===== src/itpc_pkg.sv =====
`timescale 1ns / 1ps

package itpc_pkg;

   localparam int FUNC_W    = 3;
   localparam int OPERAND_W = 64;
   localparam int CODE_W    = 8;
   localparam int RANK_W    = 3;
   localparam int KIND_W    = 2;
   localparam int ENTRY_W   = CODE_W + RANK_W;

   localparam logic [FUNC_W-1:0] FUNC_OPERAND = 3'd0;
   localparam logic [FUNC_W-1:0] FUNC_OPEN    = 3'd1;
   localparam logic [FUNC_W-1:0] FUNC_CLOSE   = 3'd2;
   localparam logic [FUNC_W-1:0] FUNC_OPER    = 3'd3;
   localparam logic [FUNC_W-1:0] FUNC_END     = 3'd4;

   localparam logic [KIND_W-1:0] KIND_OPERAND  = 2'd0;
   localparam logic [KIND_W-1:0] KIND_OPERATOR = 2'd1;
   localparam logic [KIND_W-1:0] KIND_ERROR    = 2'd2;
   localparam logic [KIND_W-1:0] KIND_DONE     = 2'd3;

   localparam logic [CODE_W-1:0] OPEN_PAREN_CODE = 8'h28;
   localparam logic [RANK_W-1:0] PAREN_RANK      = 3'd0;
   localparam logic [RANK_W-1:0] MIN_OP_RANK     = 3'd1;

   typedef struct packed {
      logic [FUNC_W-1:0]    func;
      logic [OPERAND_W-1:0] operand_value;
      logic [CODE_W-1:0]    op_code;
      logic [RANK_W-1:0]    op_rank;
   } itpc_req_type;

   typedef struct packed {
      logic [KIND_W-1:0]    out_kind;
      logic [OPERAND_W-1:0] out_operand;
      logic [CODE_W-1:0]    out_op_code;
      logic                 last;
   } itpc_rsp_type;

endpackage


===== src/infix_to_postfix_converter_top.sv =====
`timescale 1ns / 1ps

// Shunting-yard infix to postfix converter. One token is taken per transfer on req_;
// postfix items leave on rsp_ through an output register, at most one per cycle, the last
// one of each token flagged by last. The block takes no new token until the current one is
// finished. Each token is taken in idle and then decided on; every stacked entry it
// examines adds a fetch and an examine state (the operator stack is a single-port memory
// with a registered read), and a push or the overflow error it turns into, an error or done
// transfer, and the last operator popped when the stack runs empty each add a state of
// their own. A stalled output holds back any state that must emit until the stall ends.
// No clearing pass after reset.
module infix_to_postfix_converter_top
   import itpc_pkg::*;
#(
   parameter int STACK_DEPTH = 32
) (
   input  logic         clock,
   input  logic         reset,
   input  logic         req_valid,
   output logic         req_stall,
   input  itpc_req_type req_data,
   output logic         rsp_valid,
   input  logic         rsp_stall,
   output itpc_rsp_type rsp_data
);

   localparam int AW = (STACK_DEPTH > 1) ? $clog2(STACK_DEPTH) : 1;
   localparam int CW = $clog2(STACK_DEPTH + 1);
   localparam logic [CW-1:0] DEPTH_C = CW'(STACK_DEPTH);
   localparam logic [CW-1:0] ONE_C   = CW'(1);

   localparam logic [2:0] S_IDLE   = 3'd0;
   localparam logic [2:0] S_DECIDE = 3'd1;
   localparam logic [2:0] S_FETCH  = 3'd2;
   localparam logic [2:0] S_EXAM   = 3'd3;
   localparam logic [2:0] S_FLUSH  = 3'd4;
   localparam logic [2:0] S_PUSH   = 3'd5;
   localparam logic [2:0] S_ERR    = 3'd6;
   localparam logic [2:0] S_DONE   = 3'd7;

   logic [2:0]         state_ff, state_in;
   logic [CW-1:0]      cnt_ff, cnt_in;
   logic [CW-1:0]      paren_ff, paren_in;
   logic               err_ff, err_in;
   itpc_req_type       tok_ff, tok_in;
   logic               held_valid_ff, held_valid_in;
   logic [CODE_W-1:0]  held_code_ff, held_code_in;
   logic [ENTRY_W-1:0] rd_ff;
   logic               rsp_valid_ff, rsp_valid_in;
   itpc_rsp_type       rsp_ff, rsp_in;

   logic [ENTRY_W-1:0] stack_mem [STACK_DEPTH];

   logic               mem_we;
   logic [AW-1:0]      mem_wa;
   logic [ENTRY_W-1:0] mem_wd;
   logic               mem_re;
   logic [CW-1:0]      cnt_m1;
   logic [AW-1:0]      mem_ra;

   logic               slot_free;
   logic               emit;
   itpc_rsp_type       emit_data;
   logic [RANK_W-1:0]  rank_eff;
   logic [RANK_W-1:0]  top_rank;
   logic               term;

   assign slot_free = !rsp_valid_ff || !rsp_stall;
   assign cnt_m1    = cnt_ff - ONE_C;
   assign mem_ra    = cnt_m1[AW-1:0];
   assign rank_eff  = (tok_ff.op_rank == PAREN_RANK) ? MIN_OP_RANK : tok_ff.op_rank;
   assign top_rank  = rd_ff[ENTRY_W-1:CODE_W];

   always_comb begin
      case (tok_ff.func)
         FUNC_CLOSE: term = (top_rank == PAREN_RANK);
         FUNC_OPER:  term = (top_rank < rank_eff);
         default:    term = 1'b0;
      endcase
   end

   always_comb begin
      state_in      = state_ff;
      cnt_in        = cnt_ff;
      paren_in      = paren_ff;
      err_in        = err_ff;
      tok_in        = tok_ff;
      held_valid_in = held_valid_ff;
      held_code_in  = held_code_ff;
      emit          = 1'b0;
      emit_data     = '0;
      mem_we        = 1'b0;
      mem_wa        = cnt_ff[AW-1:0];
      mem_wd        = '0;
      mem_re        = 1'b0;

      case (state_ff)
         S_IDLE: begin
            if (req_valid) begin
               tok_in   = req_data;
               state_in = S_DECIDE;
            end
         end
         S_DECIDE: begin
            held_valid_in = 1'b0;
            if (tok_ff.func == FUNC_END) begin
               if (err_ff || cnt_ff == '0) begin
                  state_in = S_DONE;
               end else if (paren_ff != '0) begin
                  state_in = S_ERR;
               end else begin
                  state_in = S_FETCH;
               end
            end else if (err_ff) begin
               state_in = S_IDLE;
            end else begin
               case (tok_ff.func)
                  FUNC_OPERAND: begin
                     if (slot_free) begin
                        emit                  = 1'b1;
                        emit_data.out_kind    = KIND_OPERAND;
                        emit_data.out_operand = tok_ff.operand_value;
                        emit_data.last        = 1'b1;
                        state_in              = S_IDLE;
                     end
                  end
                  FUNC_OPEN:  state_in = S_PUSH;
                  FUNC_CLOSE: state_in = (paren_ff == '0) ? S_ERR : S_FETCH;
                  FUNC_OPER:  state_in = (cnt_ff == '0) ? S_PUSH : S_FETCH;
                  default:    state_in = S_IDLE;
               endcase
            end
         end
         S_FETCH: begin
            mem_re   = 1'b1;
            state_in = S_EXAM;
         end
         S_EXAM: begin
            if (!held_valid_ff || slot_free) begin
               emit                  = held_valid_ff;
               emit_data.out_kind    = KIND_OPERATOR;
               emit_data.out_op_code = held_code_ff;
               if (term) begin
                  emit_data.last = 1'b1;
                  held_valid_in  = 1'b0;
                  if (tok_ff.func == FUNC_CLOSE) begin
                     cnt_in   = cnt_m1;
                     paren_in = paren_ff - ONE_C;
                     state_in = S_IDLE;
                  end else begin
                     state_in = S_PUSH;
                  end
               end else begin
                  held_valid_in = 1'b1;
                  held_code_in  = rd_ff[CODE_W-1:0];
                  cnt_in        = cnt_m1;
                  state_in      = (cnt_ff == ONE_C) ? S_FLUSH : S_FETCH;
               end
            end
         end
         S_FLUSH: begin
            if (slot_free) begin
               emit                  = 1'b1;
               emit_data.out_kind    = KIND_OPERATOR;
               emit_data.out_op_code = held_code_ff;
               emit_data.last        = (tok_ff.func == FUNC_OPER);
               held_valid_in         = 1'b0;
               state_in              = (tok_ff.func == FUNC_OPER) ? S_PUSH : S_DONE;
            end
         end
         S_PUSH: begin
            if (cnt_ff >= DEPTH_C) begin
               if (slot_free) begin
                  emit               = 1'b1;
                  emit_data.out_kind = KIND_ERROR;
                  emit_data.last     = 1'b1;
                  cnt_in             = '0;
                  paren_in           = '0;
                  err_in             = 1'b1;
                  state_in           = S_IDLE;
               end
            end else begin
               mem_we   = 1'b1;
               mem_wd   = (tok_ff.func == FUNC_OPEN) ? {PAREN_RANK, OPEN_PAREN_CODE}
                                                     : {rank_eff, tok_ff.op_code};
               cnt_in   = cnt_ff + ONE_C;
               paren_in = (tok_ff.func == FUNC_OPEN) ? paren_ff + ONE_C : paren_ff;
               state_in = S_IDLE;
            end
         end
         S_ERR: begin
            if (slot_free) begin
               emit               = 1'b1;
               emit_data.out_kind = KIND_ERROR;
               emit_data.last     = (tok_ff.func != FUNC_END);
               cnt_in             = '0;
               paren_in           = '0;
               err_in             = 1'b1;
               state_in           = (tok_ff.func == FUNC_END) ? S_DONE : S_IDLE;
            end
         end
         S_DONE: begin
            if (slot_free) begin
               emit               = 1'b1;
               emit_data.out_kind = KIND_DONE;
               emit_data.last     = 1'b1;
               cnt_in             = '0;
               paren_in           = '0;
               err_in             = 1'b0;
               state_in           = S_IDLE;
            end
         end
         default: state_in = S_IDLE;
      endcase
   end

   always_comb begin
      rsp_valid_in = rsp_valid_ff;
      rsp_in       = rsp_ff;
      if (emit) begin
         rsp_valid_in = 1'b1;
         rsp_in       = emit_data;
      end else if (rsp_valid_ff && !rsp_stall) begin
         rsp_valid_in = 1'b0;
      end
   end

   always_ff @(posedge clock) begin
      if (mem_we) begin
         stack_mem[mem_wa] <= mem_wd;
      end
      if (mem_re) begin
         rd_ff <= stack_mem[mem_ra];
      end
   end

   always_ff @(posedge clock) begin
      if (reset) begin
         state_ff      <= S_IDLE;
         cnt_ff        <= '0;
         paren_ff      <= '0;
         err_ff        <= 1'b0;
         held_valid_ff <= 1'b0;
         rsp_valid_ff  <= 1'b0;
      end else begin
         state_ff      <= state_in;
         cnt_ff        <= cnt_in;
         paren_ff      <= paren_in;
         err_ff        <= err_in;
         held_valid_ff <= held_valid_in;
         rsp_valid_ff  <= rsp_valid_in;
      end
   end

   always_ff @(posedge clock) begin
      tok_ff       <= tok_in;
      held_code_ff <= held_code_in;
      rsp_ff       <= rsp_in;
   end

   assign req_stall = (state_ff != S_IDLE);
   assign rsp_valid = rsp_valid_ff;
   assign rsp_data  = rsp_ff;

endmodule


===== config.mk =====
export PLATFORM = sky130hd
export DESIGN_NAME = infix_to_postfix_converter_top
export DESIGN_NICKNAME = d
export VERILOG_FILES = /design/src/itpc_pkg.sv /design/src/infix_to_postfix_converter_top.sv
export SDC_FILE = /design/constraint.sdc
export NUM_CORES = 1
export LEC_CHECK = 0
export ABC_AREA = 1
export BUFFER_PORTS_ARGS = -buffer_cell sky130_fd_sc_hd__buf_2
export CAP_MARGIN = 0
export CORE_MARGIN = 5
export CORE_UTILIZATION = 54
export DETAILED_ROUTE_END_ITERATION = 7
export GPL_TIMING_DRIVEN = 0
export PLACE_DENSITY = 0.87
export SLEW_MARGIN = 20
export SYNTH_ARGS = -nofsm -noshare
export SYNTH_HDL_FRONTEND = slang
export SYNTH_SLANG_ARGS = --single-unit

===== constraint.sdc =====
create_clock -name clock -period 4.6 [get_ports clock]
set_input_delay 0.69 -clock clock [delete_from_list [all_inputs] [get_ports clock]]
set_output_delay 0.69 -clock clock [all_outputs]
set_load 0.02 [all_outputs]

==> results summary <==
The run finished, with violations left. The checks that failed: DRC. The global-route wire length before repair is around 83 mm. Clock tree synthesis inserted a total of 51 buffers. The required time of the worst setup path came out at around 5000 ps. The global-route congestion overflow total came out at 0. The number of instances in the synthesized netlist came out at roughly 1700.

The cell at the root of the clock tree is sky130_fd_sc_hd__clkbuf_16. The placed wire-length estimate after detailed placement came out at 37.1 mm. The initial detailed-routing violation count is 2704. The initial antenna violation count is 0. The maximum fanout count along the critical path came out at 11.

The time the final worst path needs with I/O delays and setup came out at 3760 ps. In the final layout, the share of cells above drive strength 1 is 0.179. The post-place setup slack is 1060 ps. The final worst setup slack is approximately 840 ps. Among all flip-flop cells after synthesis, the most frequent one is sky130_fd_sc_hd__edfxtp_1.

The routed wire length is 55.3 mm. The via density per instance came out at between 6 and 7. The startpoint identified for the worst hold timing path is req_data[7].

The average cell area after synthesis came out at 12.8 um^2. For this run, the detailed router's first-pass iteration total came to 8. The via count is 15069. The number of flops mapped to enable cells by yosys came out at 524. For this configuration, the core starts out at a cell density of 0.546.

The power per standard cell area is around 560 nW/um^2. The combined global-route utilization of all metal layers is 0.245. Setup repair after global routing left no endpoint under its margin.

The die is 210 um wide. The number of failing setup endpoints in the final timing report is 0. Measured against its own limit, the worst slew margin works out to 0.247.

The share of the synthesized area in the top cell type came out at 0.726. The core footprint is 39700 um^2. The die height is 210 um. The share of the Yosys chip area taken by registers is 0.743.

STA classifies the critical path endpoint as a flip-flop. The clock latency on the worst-skew pair came out at 610 ps. The count of buffers inserted at the top-level ports is 157. Hold repair after CTS inserted 0 buffers. The post-CTS setup buffer count came out at 0. The synthesized design spends more area on one cell type than any other, namely sky130_fd_sc_hd__edfxtp_1. The number of synthesis warnings came out at 0. The type of origin of the critical path is a flip-flop. In this run the static leakage power is between 8 and 9 nW. In this run the critical register-to-register path is launched from cnt_ff[0]. Measured in cells, the most critical reg-to-reg path has a length of 12. The internal reg-to-reg setup slack is 840 ps. Along the worst hold path, the cell count comes to 1. The arrival time reported for the critical path endpoint is roughly 4200 ps.

The worst-path cell with the longest stage delay is sky130_fd_sc_hd__clkbuf_1. Walking the worst path, the cells encountered are buf_4 > inv_4 > buf_4 > buf_2 > ha_1 > buf_2 > inv_1 > clkbuf_1 > o21ai_0 > o221ai_1 > nand3_1 > a31oi_1. The number of primary I/O pins came out at 159.

The count of H-tree levels built during CTS came out at 2. The worst stage delay on the critical path came out at 420 ps. Once placement finished, the instance area stood at 23600 um^2. In this run the worst hold path is classified as in -> reg. The register clock-pin slew on the reported worst setup and hold paths came out at 60 ps. The clock sink count is 542. The number of inserted diodes came out at 0.

The area of the die came out at 44200 um^2. The average wire per standard cell is roughly 22 um. The maximum number of pins on one net before global-route repair came out at 43. The number of instances resized during post-cts repair is 0. The total negative slack came out at 0 ps. Based on the critical path, the design can be clocked at up to 266 MHz.

The final hold violation count came out at 0. For this run, asynchronously set or reset flops after synthesis account for 0. The final max-slew violation count came out at 0. The worst vdd rail ir drop came out at 0.347 mV. The count of state elements after synthesis is 542.

The number of global-route vias before repair came out at between 10000 and 15000. The congestion estimate from routability-driven global placement came to 0.963. Once layout is done, the placed cells without fillers occupy 25200 um^2. The worst hold path terminates at tok_ff[7]. TritonCTS built the clock tree. The count of different cell masters after synthesis came out at 42. The critical path in this run is classified as reg -> reg. Ranked by total cell area, the synthesized netlist is headed by sky130_fd_sc_hd__edfxtp_1 73%, sky130_fd_sc_hd__nor2_1 6.7%, sky130_fd_sc_hd__o21ai_0 4.7%. Of the available clock period, the critical path in the final layout requires 0.818. In the routed design, unresolved DRC markers number 1. The maximum number of buffers from clock root to sink is 3. The number of max-capacitance violations reported came out at 0.

The count of nets after finishing came out at about 2000. The detail route stage leaves a number of antenna-violating nets equal to 0. The number of fill cells in the layout is approximately 2700. For the pin with the worst max-slew slack, the measured transition is 1130 ps. The floorplan row count came out at 73. Summing every instance area after synthesis gives 21700 um^2. The launch point of the worst path is cnt_ff[0]. The worst setup skew after layout is 25.2 ps. The area growth from synthesis to layout is 16.4%. The post-synth net total came out at between 1500 and 2000.

The endpoint identified for the worst register-to-register timing path is rd_ff[4].
state kept, by name, summed over array words and instances, names as in the netlist, 3 cells and up:
name	cells
stack_mem	352
tok_ff	78
rsp_data	75
rd_ff	11
held_code_ff	8
cnt_ff	6
paren_ff	6
state_ff	3
critical path: cells and delay by family (launching register included):
kind / cells / cell delay, ps
AOI/OAI and AO/OA: 3 / 860
adders and majority gates: 1 / 280
buffers and inverters: 7 / 1860
DFF: 1 / 350
and+or+nand+nor: 1 / 190
cells in the final DEF (no fill, tap or decap), types with 3 or more instances in the layout:
master and n:
sky130_fd_sc_hd__nor2_4 11, sky130_fd_sc_hd__nand2_2 3, sky130_fd_sc_hd__clkbuf_1 43, sky130_fd_sc_hd__dfxtp_1 18, sky130_fd_sc_hd__o21ai_0 203, sky130_fd_sc_hd__inv_4 4, sky130_fd_sc_hd__buf_2 193, sky130_fd_sc_hd__o21ai_1 5
sky130_fd_sc_hd__nand2_1 81, sky130_fd_sc_hd__nor2_2 8, sky130_fd_sc_hd__a21oi_1 15, sky130_fd_sc_hd__clkinv_4 4, sky130_fd_sc_hd__buf_4 21, sky130_fd_sc_hd__inv_2 8, sky130_fd_sc_hd__nor3_2 4, sky130_fd_sc_hd__bufinv_16 5
sky130_fd_sc_hd__nand3_1 74, sky130_fd_sc_hd__edfxtp_1 524, sky130_fd_sc_hd__o211ai_1 50, sky130_fd_sc_hd__clkbuf_16 52, sky130_fd_sc_hd__and3_1 3, sky130_fd_sc_hd__inv_1 121, sky130_fd_sc_hd__nor3_1 7, sky130_fd_sc_hd__ha_1 9
sky130_fd_sc_hd__clkinv_1 12, sky130_fd_sc_hd__buf_12 3, sky130_fd_sc_hd__buf_16 9, sky130_fd_sc_hd__clkinv_2 7, sky130_fd_sc_hd__nand4_1 4, sky130_fd_sc_hd__nor2_1 372, sky130_fd_sc_hd__a31oi_1 15, sky130_fd_sc_hd__o221ai_1 44
final cells by class:
type | instances | area, um^2 | share of cell area
Clock inverter | 30 | 302 | 0.0120
Tap cell | 525 | 657 | 0.0260
Sequential cell | 542 | 16100 | 0.638
Inverter | 136 | 526 | 0.0208
Buffer | 88 | 460 | 0.0183
Clock buffer | 65 | 1350 | 0.0535
Multi-Input combinational cell | 929 | 4710 | 0.187
Timing Repair Buffer | 173 | 1130 | 0.0447
logic make-up (layout without fill, tap and decap cells):
group | count (synthesis) | in the layout | synth area share
AO/OA/AOI/OAI | 340 | 340 | 0.0939
AND/OR/NAND/NOR | 576 | 576 | 0.110
adder cells (fa/ha/maj) | 9 | 9 | 0.00520
flip-flops | 542 | 542 | 0.743
XOR/XNOR | 4 | 4 | 0.00283
buffers and inverters | 224 | 492 | 0.0455
per-stage QoR:
step                cells  utilization  power [W]  hold slack (ps)
global route         2488        0.635     0.0146              231
CTS                  2488        0.635     0.0140              226
detailed placement   2393        0.593    0.00981              405
finish               2488        0.635     0.0141              253
floorplan            1695            -    0.00842              400
global placement     2377        0.582    0.00959              404
worst max-delay path by stage:
stage	to	cells past startpoint
3_3_place_gp	tok_ff[5]	3
6_report	rd_ff[4]	12
5_1_grt	rd_ff[4]	12
3_5_place_dp	rd_ff[1]	12
2_1_floorplan	tok_ff[0]	4
4_1_cts	rd_ff[4]	12
synth_stat cells, types with 2 or more instances:
cell type / number
sky130_fd_sc_hd__nor3_2: 2
sky130_fd_sc_hd__o21ai_1: 5
sky130_fd_sc_hd__clkinv_1: 2
sky130_fd_sc_hd__inv_2: 8
sky130_fd_sc_hd__nand4_1: 4
sky130_fd_sc_hd__o21bai_1: 2
sky130_fd_sc_hd__nand2_1: 81
sky130_fd_sc_hd__buf_6: 2
sky130_fd_sc_hd__o21a_1: 2
sky130_fd_sc_hd__buf_1: 2
sky130_fd_sc_hd__a31oi_1: 15
sky130_fd_sc_hd__nand3_2: 2
sky130_fd_sc_hd__clkbuf_1: 30
sky130_fd_sc_hd__o211ai_1: 50
sky130_fd_sc_hd__nand3_1: 74
sky130_fd_sc_hd__and3_1: 3
sky130_fd_sc_hd__buf_4: 19
sky130_fd_sc_hd__nand2_2: 3
sky130_fd_sc_hd__edfxtp_1: 524
sky130_fd_sc_hd__xor2_1: 2
sky130_fd_sc_hd__dfxtp_1: 18
sky130_fd_sc_hd__nor2_1: 385
sky130_fd_sc_hd__nand2_4: 2
sky130_fd_sc_hd__buf_2: 35
sky130_fd_sc_hd__inv_1: 121
sky130_fd_sc_hd__o21ai_0: 203
sky130_fd_sc_hd__nor4_1: 2
sky130_fd_sc_hd__a21oi_1: 15
sky130_fd_sc_hd__ha_1: 9
sky130_fd_sc_hd__o221ai_1: 44
sky130_fd_sc_hd__nor2_2: 6
sky130_fd_sc_hd__nor3_1: 9
sky130_fd_sc_hd__nor2_8: 2
sky130_fd_sc_hd__inv_4: 4
metal layers:
metal / up-vias / global-route usage / share of wire
met3: 203 / 0.0539 / 0.13
li1: 6524 / - / -
met1: 7148 / 0.327 / 0.35
met2: 1194 / 0.394 / 0.46
met4: 0 / 0.105 / 0.047
met5: - / 0 / 0
report_power, final:
part	internal (W)	total, W	switching, W	leakage (nW)
logic	0.00109	0.00383	0.00274	3.37
clock network	0.00237	0.00419	0.00182	0.804
registers	0.00592	0.00605	0.000129	4.50
(Power assumes the default switching activity.)
